**config.mk**
```make
export PLATFORM = sky130hd
export DESIGN_NAME = weighted_shortest_path_planner
export DESIGN_NICKNAME = d
export VERILOG_FILES = /design/src/wspp_pkg.sv /design/src/weighted_shortest_path_planner.sv
export SDC_FILE = /design/constraint.sdc
export NUM_CORES = 2
export LEC_CHECK = 0
export BUFFER_PORTS_ARGS = -buffer_cell sky130_fd_sc_hd__clkbuf_2
export CAP_MARGIN = 10
export CORE_ASPECT_RATIO = 1.2
export CORE_MARGIN = 5
export CORE_UTILIZATION = 45
export DETAILED_ROUTE_END_ITERATION = 8
export GPL_ROUTABILITY_DRIVEN = 1
export GPL_TIMING_DRIVEN = 0
export PLACE_DENSITY = 0.6
export SETUP_SLACK_MARGIN = 0.05
export SLEW_MARGIN = 20
export SYNTH_ARGS = -nofsm -noshare
export SYNTH_HDL_FRONTEND = slang
export SYNTH_SLANG_ARGS = --single-unit
export TNS_END_PERCENT = 1
```
**constraint.sdc**
```tcl
create_clock -name clk -period 18.58 [get_ports clk]
set_clock_uncertainty 0.15 [all_clocks]
set_input_delay 2.787 -clock clk [delete_from_list [all_inputs] [get_ports clk]]
set_output_delay 2.787 -clock clk [all_outputs]
set_load 0.01 [all_outputs]
```
**src/wspp_pkg.sv**
```systemverilog
// Package: sizes, codes and sequencer states of the shortest-path planner.
`default_nettype none
package wspp_pkg;
    localparam int NODES      = 16;
    localparam int MAX_DEGREE = 4;
    localparam int MAX_GOALS  = 4;
    localparam int NODE_W     = $clog2(NODES);
    localparam int DEG_W      = $clog2(MAX_DEGREE);
    localparam int GOAL_W     = $clog2(MAX_GOALS);
    localparam int DIST_W     = 16;
    localparam logic [DIST_W-1:0] INF_DIST = '1;

    typedef enum logic [1:0] {
        MODE_EDGE  = 2'd0,
        MODE_MARKS = 2'd1,
        MODE_GOAL  = 2'd2,
        MODE_RUN   = 2'd3
    } mode_t;

    typedef enum logic [1:0] {
        CFG_AR    = 2'd0,
        CFG_MR    = 2'd1,
        CFG_FAKE  = 2'd2,
        CFG_PLAIN = 2'd3
    } cfg_idx_t;

    typedef enum logic [3:0] {
        ST_IDLE,
        ST_INIT,
        ST_SCAN,
        ST_PICK,
        ST_RELAX,
        ST_GOAL,
        ST_GOALDONE,
        ST_TRACE,
        ST_EMIT
    } state_t;
endpackage
`default_nettype wire

```
**src/weighted_shortest_path_planner.sv**
```systemverilog
// Top level: Dijkstra shortest-path planner with a single shared compare/add unit.
`default_nettype none
// A beat on start/mode/node/... is taken when start is high and busy is low.
// Load beats (modes 0..2) give no result. A run beat keeps busy high while
// a small sequencer drives one shared adder/comparator: it clears the
// tables, then per settled node scans all nodes for the minimum, picks it
// and relaxes each adjacency slot, then runs a last scan and pick that find
// nothing, a check of each goal slot, a decision, a predecessor walk over
// the path nodes and the emission of the results. Results appear one
// per cycle on path_node, total_cost, reachable and last, marked by
// out_valid; the receiver cannot stall them, so each result is shown for
// exactly one cycle. Configuration writes (weights) are always ready and
// should be issued while idle.
module weighted_shortest_path_planner (
    input  wire logic                          clk,
    input  wire logic                          rst_n,
    input  wire logic                          start,
    output logic                               busy,
    input  wire logic [1:0]                    mode,
    input  wire logic [3:0]                    node,
    input  wire logic [1:0]                    slot,
    input  wire logic [3:0]                    neighbour,
    input  wire logic                          enable,
    input  wire logic [2:0]                    marks,
    output logic                               out_valid,
    output logic [3:0]                         path_node,
    output logic [15:0]                        total_cost,
    output logic                               reachable,
    output logic                               last,
    input  wire logic                          cfg_valid,
    output logic                               cfg_ready,
    input  wire logic [1:0]                    cfg_index,
    input  wire logic [7:0]                    cfg_data
);
    import wspp_pkg::*;

    // configuration weights
    logic [7:0] w_ar_reg, w_mr_reg, w_fake_reg, w_plain_reg;

    // graph stores
    logic [NODES*MAX_DEGREE-1:0]    adj_vld_reg;
    logic [NODE_W-1:0]              adj_dst_reg [NODES*MAX_DEGREE];
    logic [2:0]                     marks_reg   [NODES];
    logic [MAX_GOALS-1:0]           goal_vld_reg;
    logic [NODE_W-1:0]              goal_node_reg [MAX_GOALS];

    // search tables
    logic [DIST_W-1:0]  dist_reg [NODES];
    logic [NODE_W-1:0]  pred_reg [NODES];
    logic [NODES-1:0]   pred_vld_reg;
    logic [NODES-1:0]   settled_reg;
    logic [NODE_W-1:0]  trail_reg [NODES];

    state_t             state_reg, state_next;
    logic [NODE_W:0]    idx_reg;          // scan / init counter
    logic [DEG_W:0]     deg_reg;
    logic [GOAL_W:0]    gidx_reg;
    logic [NODE_W-1:0]  start_reg;
    logic [NODE_W-1:0]  u_reg;            // current best / settling node
    logic               u_found_reg;
    logic [NODE_W-1:0]  best_reg;
    logic               best_found_reg;
    logic [NODE_W:0]    count_reg;        // trail length
    logic [NODE_W-1:0]  cur_reg;
    logic [NODE_W-1:0]  adj_rd_reg;       // registered adjacency slot read

    logic               accept;
    assign accept    = start && !busy;
    assign cfg_ready = 1'b1;

    // shared arithmetic unit: one add and one compare per cycle
    logic [DIST_W-1:0]  alu_a, alu_b;
    logic [DIST_W-1:0]  alu_sum;
    logic               alu_lt;

    // ---------------- next state ----------------
    logic [NODE_W-1:0]  ii;
    logic [DEG_W-1:0]   dd;
    logic [GOAL_W-1:0]  gg;
    logic [NODE_W+DEG_W-1:0] eidx;
    logic [NODE_W+DEG_W-1:0] adj_raddr;
    logic [NODE_W-1:0]  vdst;
    logic [7:0]         wsel;
    assign ii   = idx_reg[NODE_W-1:0];
    assign dd   = deg_reg[DEG_W-1:0];
    assign gg   = gidx_reg[GOAL_W-1:0];
    assign eidx = {u_reg, dd};
    // fetch each slot in the cycle before it is used: slot 0 during pick, the next one while relaxing
    assign adj_raddr = {u_reg, (state_reg == ST_RELAX) ? dd + DEG_W'(1) : DEG_W'(0)};
    assign vdst = adj_rd_reg;

    always_comb
    begin
        wsel = w_plain_reg;
        if (marks_reg[vdst][0])      wsel = w_ar_reg;
        else if (marks_reg[vdst][1]) wsel = w_mr_reg;
        else if (marks_reg[vdst][2]) wsel = w_fake_reg;
    end

    always_comb
    begin
        alu_sum = dist_reg[u_reg] + DIST_W'(wsel);
        alu_a = dist_reg[ii];
        alu_b = dist_reg[u_reg];
        case (state_reg)
            ST_RELAX:
            begin
                alu_a = alu_sum;
                alu_b = dist_reg[vdst];
            end
            ST_GOAL:
            begin
                alu_a = dist_reg[goal_node_reg[gg]];
                alu_b = dist_reg[best_reg];
            end
            default: ;
        endcase
        alu_lt  = alu_a < alu_b;
    end

    always_comb
    begin
        state_next = state_reg;
        case (state_reg)
            ST_IDLE:
                if (accept && mode_t'(mode) == MODE_RUN) state_next = ST_INIT;
            ST_INIT:
                if (idx_reg == (NODE_W+1)'(NODES-1)) state_next = ST_SCAN;
            ST_SCAN:
                if (idx_reg == (NODE_W+1)'(NODES-1)) state_next = ST_PICK;
            ST_PICK:
                state_next = u_found_reg ? ST_RELAX : ST_GOAL;
            ST_RELAX:
                if (deg_reg == (DEG_W+1)'(MAX_DEGREE-1)) state_next = ST_SCAN;
            ST_GOAL:
                if (gidx_reg == (GOAL_W+1)'(MAX_GOALS-1)) state_next = ST_GOALDONE;
            ST_GOALDONE:
                if (!best_found_reg || dist_reg[best_reg] == INF_DIST)
                    state_next = ST_EMIT;
                else
                    state_next = ST_TRACE;
            ST_TRACE:
                if (cur_reg == start_reg || !pred_vld_reg[cur_reg]
                    || count_reg == (NODE_W+1)'(NODES-1))
                    state_next = ST_EMIT;
            ST_EMIT:
                if (count_reg <= (NODE_W+1)'(1)) state_next = ST_IDLE;
            default:
                state_next = ST_IDLE;
        endcase
    end

    // ---------------- outputs ----------------
    logic emit_single;
    assign emit_single = !best_found_reg || dist_reg[best_reg] == INF_DIST;

    always_comb
    begin
        busy       = (state_reg != ST_IDLE);
        out_valid  = 1'b0;
        path_node  = '0;
        total_cost = INF_DIST;
        reachable  = 1'b0;
        last       = 1'b0;
        case (state_reg)
            ST_EMIT:
            begin
                out_valid = 1'b1;
                if (emit_single)
                begin
                    path_node = best_found_reg ? best_reg : start_reg;
                    last      = 1'b1;
                end
                else
                begin
                    path_node  = trail_reg[count_reg[NODE_W-1:0] - NODE_W'(1)];
                    total_cost = dist_reg[best_reg];
                    reachable  = 1'b1;
                    last       = (count_reg == (NODE_W+1)'(1));
                end
            end
            default: ;
        endcase
    end

    // ---------------- control registers ----------------
    always_ff @(posedge clk or negedge rst_n)
    begin
        if (!rst_n)
        begin
            state_reg      <= ST_IDLE;
            idx_reg        <= '0;
            deg_reg        <= '0;
            gidx_reg       <= '0;
            u_found_reg    <= 1'b0;
            best_found_reg <= 1'b0;
            count_reg      <= '0;
            w_ar_reg       <= 8'd50;
            w_mr_reg       <= 8'd20;
            w_fake_reg     <= 8'd100;
            w_plain_reg    <= 8'd1;
            adj_vld_reg    <= '0;
            goal_vld_reg   <= '0;
            for (int n = 0; n < NODES; n++) marks_reg[n] <= '0;
        end
        else
        begin
            state_reg <= state_next;
            if (cfg_valid && cfg_ready)
            begin
                case (cfg_idx_t'(cfg_index))
                    CFG_AR:    w_ar_reg    <= cfg_data;
                    CFG_MR:    w_mr_reg    <= cfg_data;
                    CFG_FAKE:  w_fake_reg  <= cfg_data;
                    CFG_PLAIN: w_plain_reg <= cfg_data;
                    default: ;
                endcase
            end
            if (accept)
            begin
                case (mode_t'(mode))
                    MODE_EDGE:  adj_vld_reg[{node, slot}] <= enable;
                    MODE_MARKS: marks_reg[node] <= marks;
                    MODE_GOAL:  goal_vld_reg[slot] <= enable;
                    default: ;
                endcase
            end
            case (state_reg)
                ST_IDLE:
                begin
                    idx_reg        <= '0;
                    u_found_reg    <= 1'b0;
                    best_found_reg <= 1'b0;
                end
                ST_INIT, ST_SCAN:
                begin
                    idx_reg <= (idx_reg == (NODE_W+1)'(NODES-1)) ? '0
                               : idx_reg + (NODE_W+1)'(1);
                    if (state_reg == ST_SCAN && !settled_reg[ii]
                        && dist_reg[ii] != INF_DIST
                        && (!u_found_reg || alu_lt))
                        u_found_reg <= 1'b1;
                    deg_reg <= '0;
                end
                ST_PICK:
                begin
                    gidx_reg <= '0;
                end
                ST_RELAX:
                begin
                    deg_reg <= deg_reg + (DEG_W+1)'(1);
                    if (deg_reg == (DEG_W+1)'(MAX_DEGREE-1)) u_found_reg <= 1'b0;
                end
                ST_GOAL:
                begin
                    gidx_reg <= gidx_reg + (GOAL_W+1)'(1);
                    if (goal_vld_reg[gg] && (!best_found_reg || alu_lt))
                        best_found_reg <= 1'b1;
                    count_reg <= '0;
                end
                ST_GOALDONE:
                    count_reg <= emit_single ? (NODE_W+1)'(1) : '0;
                ST_TRACE:
                    count_reg <= count_reg + (NODE_W+1)'(1);
                ST_EMIT:
                    count_reg <= count_reg - (NODE_W+1)'(1);
                default: ;
            endcase
        end
    end

    // ---------------- data registers ----------------
    always_ff @(posedge clk)
    begin
        adj_rd_reg <= adj_dst_reg[adj_raddr];
        if (accept)
        begin
            case (mode_t'(mode))
                MODE_EDGE: adj_dst_reg[{node, slot}] <= neighbour;
                MODE_GOAL: goal_node_reg[slot] <= node;
                MODE_RUN:  start_reg <= node;
                default: ;
            endcase
        end
        case (state_reg)
            ST_INIT:
            begin
                dist_reg[ii]     <= (ii == start_reg) ? '0 : INF_DIST;
                pred_vld_reg[ii] <= 1'b0;
                settled_reg[ii]  <= 1'b0;
            end
            ST_SCAN:
                if (!settled_reg[ii] && dist_reg[ii] != INF_DIST
                    && (!u_found_reg || alu_lt))
                    u_reg <= ii;
            ST_PICK:
                if (u_found_reg) settled_reg[u_reg] <= 1'b1;
            ST_RELAX:
                if (adj_vld_reg[eidx] && alu_lt)
                begin
                    dist_reg[vdst]     <= alu_sum;
                    pred_reg[vdst]     <= u_reg;
                    pred_vld_reg[vdst] <= 1'b1;
                end
            ST_GOAL:
                if (goal_vld_reg[gg] && (!best_found_reg || alu_lt))
                    best_reg <= goal_node_reg[gg];
            ST_GOALDONE:
                cur_reg <= best_reg;
            ST_TRACE:
            begin
                trail_reg[count_reg[NODE_W-1:0]] <= cur_reg;
                cur_reg <= pred_reg[cur_reg];
            end
            default: ;
        endcase
    end

`ifndef SYNTHESIS
    a_no_out_idle: assert property (@(posedge clk) disable iff (!rst_n)
        out_valid |-> busy)
        else $error("result strobe while idle");
    a_last_ends: assert property (@(posedge clk) disable iff (!rst_n)
        (out_valid && last) |=> !out_valid)
        else $error("result after last");
    a_reach_cost: assert property (@(posedge clk) disable iff (!rst_n)
        (out_valid && !reachable) |-> (total_cost == INF_DIST && last))
        else $error("unreachable result malformed");
    a_run_starts: assert property (@(posedge clk) disable iff (!rst_n)
        (start && !busy && mode == MODE_RUN) |=> busy)
        else $error("run not started");
`endif

endmodule
`default_nettype wire

```
==> flow_summary.toml <==
[setup_path]
end_kind = "register"
rr_endpoint = "dist_reg[7][10]$_DFFE_PP_"
rrSetupSlack_ps = 7640
required_ps = 18700
arrival_ps = 11070
critPathLaunchType = "register"
reg2reg_from = "adj_rd_reg[0]$_DFF_P_"
critPathKind = "register to register"
r2r_cells = 24
crit_fanout = 16

[sta]
max_freq_ghz = 0.0914
hold_violations = 0
slew_headroom_pct = 17.1
setup_ws_ps = 7640
worst_pin_slew_ps = 1240
setup_tns_ps = 0
post-route-period-util_pct = 58.9
grt_setup_unrepaired = "no"
finalSetupViolations = 0
drv_slew = 0
period_minus_slack_ps = 10940

[synthesis]
synth_fp_nets = 2975
synth_edf_count = 704
synth_warnings = 0
synth_area_um2 = 46700
synth.distinct_cells = 92
async_flop_share_pct = 19.1
synth_cells = 2906
synth_seq_area_share_pct = 55.1
ys_seq_elements = 890
synthFlopType = "edfxtp_1"
syn_avg_cell_area_um2 = 16.1

[die]
io_pins = 55
fp.dieW_um = 304
dieArea_um2 = 110000
rows = 129
fp.dieH_um = 363
start_util_pct = 45.3
core_area_um2 = 103000

[layout]
num-nets-final = 3162
drive_above_1_share_pct = 31.7
area_delta_synth_final_pct = 12.8
fin_cells = 4550

[clock_network]
cts.clk_slew.worst_paths_ps = 60
cts_root_buf = "clkbuf_16"
cts_htree_levels = 3
cts_sinks = 890
ctsHoldBuffers = 0
cts-buffers-inserted = 94
cts_resized = 0
tritoncts = "built"
cts_buffer_depth = 3
clock_latency_ps = 720
cts_setup_buffers = 0

[detailed_routing]
via_count = 31300
drt_pass1_iterations = 8
drc = 0
drt_iter0_drc = 3897
ant_nets = 0
wl_um = 165000
drt-wirelength-per-cell_um = 36.3
vias_per_cell = 6.87

[global_routing]
grt-ovfl-total = 0
grt_pass1_wl_um = 232000
grt_pass1_vias = 31900
antenna_found_initial = 5
grt_start_max_net_pins = 75
track_usage_pct = 29.3

[hold_path]
worstHoldEndpoint = "gidx_reg[2]$_DFFE_PN0P_"
worstHoldStart = "gidx_reg[2]$_DFFE_PN0P_"
min_delay_path_depth = 2
hold_class = "register to register"

[power]
p_per_area_nw_per_um2 = 156
ir_drop_v = 0.000101
p_leak_nw = 17.7
power.total_mw = 8.20

[placement]
gp_congestion = 0.987
dp.cells = 4372
io_buffer_count = 52
pre_cts_slack_ps = 7710
hpwl_um = 117000

[job]
max_cap_viol_count = 0

[run_status]
status = "complete, no violations"
## stage by stage
stage / area (µm²) / hold slack (ps) / util (%)
finish: 52700 / 342 / 51.1
global placement: 48700 / 327 / 47.2
floorplan: 46700 / 300 / -
global route: 52700 / 366 / 51.1
detailed placement: 49500 / 331 / 48.0
CTS: 52700 / 344 / 51.1
## where the power goes
part | switching [mW] | total, mW | internal (mW)
clock network | 0.837 | 1.95 | 1.12
registers | 0.119 | 2.50 | 2.39
logic | 2.31 | 3.75 | 1.43
## worst max-delay path by stage
stage	start	to	cells past startpoint	slack (ps)
floorplan	adj_rd_reg[0]$_DFF_P_	dist_reg[1][0]$_DFFE_PP_	27	10610
global placement	adj_rd_reg[0]$_DFF_P_	dist_reg[10][3]$_DFFE_PP_	26	5160
detailed placement	adj_rd_reg[0]$_DFF_P_	dist_reg[11][3]$_DFFE_PP_	26	7710
CTS	adj_rd_reg[0]$_DFF_P_	dist_reg[12][12]$_DFFE_PP_	26	7670
global route	adj_rd_reg[0]$_DFF_P_	dist_reg[9][10]$_DFFE_PP_	26	7540
finish	adj_rd_reg[0]$_DFF_P_	dist_reg[7][10]$_DFFE_PP_	24	7640
## layout make-up
cell class              instances  area (µm²)
diodes                          4        10.0
clock buffers                 126        2630
well taps                    1375        1720
fillers                      8511       50400
inverters                      22        82.6
flip-flops and latches        890       25700
clock inverters                48         563
repair buffers                 91         785
plain buffers                 233        1190
multi-input cells            1761       20000
## synthesized netlist by cell type, types with 22 or more instances
cell / count / area, µm²
mux2i_1: 151 / 1510
ha_1: 38 / 475
o221ai_1: 26 / 228
buf_1: 25 / 93.8
a21oi_1: 60 / 300
o21ai_0: 84 / 420
mux4_2: 420 / 9460
nand2_1: 165 / 619
nor2b_1: 33 / 206
nor2_1: 139 / 522
dfrtp_1: 161 / 4030
clkbuf_1: 116 / 435
nor3_1: 30 / 150
a22oi_1: 32 / 240
nand3_1: 45 / 225
mux4_1: 27 / 709
buf_2: 58 / 290
and3_1: 22 / 138
edfxtp_1: 704 / 21100
mux2_2: 171 / 1930
## kinds of logic (layout without fill, tap and decap cells)
| logic type | after synthesis | count (layout) | share of synthesized area, % |
|---|---|---|---|
| other | 1 | 5 | 0.00803 |
| adder cells (fa/ha/maj) | 39 | 39 | 1.06 |
| XOR/XNOR | 22 | 22 | 0.412 |
| buffers and inverters | 255 | 520 | 2.68 |
| AND/OR/NAND/NOR | 514 | 514 | 5.19 |
| multiplexers | 772 | 772 | 29.2 |
| AO/OA/AOI/OAI | 413 | 413 | 6.35 |
| flip-flops | 890 | 890 | 55.1 |
## cells in the final DEF, fill, tap and decap left out, types with 84 or more instances in the layout
cell type / synthesis / final
mux4_2: 420 / 420
mux2_2: 171 / 171
nand2_1: 165 / 165
clkbuf_16: 0 / 99
edfxtp_1: 704 / 704
dfrtp_1: 161 / 161
nor2_1: 139 / 137
mux2i_1: 151 / 151
o21ai_0: 84 / 84
clkbuf_1: 116 / 129
## critical path, cell delays in order, from the launching register on
cell and delay (ps):
dfxtp_1 310, clkbuf_1 500, buf_2 490, buf_2 380, mux4_2 560, mux4_2 650
clkbuf_1 330, mux2_2 410, ha_1 280, fa_1 490, a21o_1 190, a21oi_1 240
o21bai_1 130, a2111o_1 610, nand4_1 200, xor2_1 340, o21ai_0 140, ha_1 400
nand4_1 180, a2111o_1 500, nor2_1 620, o31ai_4 270, a31oi_2 660, clkbuf_1 920
a21oi_1 500
## layer usage
layer	global-route usage, %	part of all wire, %
met2	49.8	49
met1	34.2	34
met5	0	0.011
met3	5.88	9.3
met4	19.1	8.0
No activity file was read; power rests on OpenSTA's default activity.
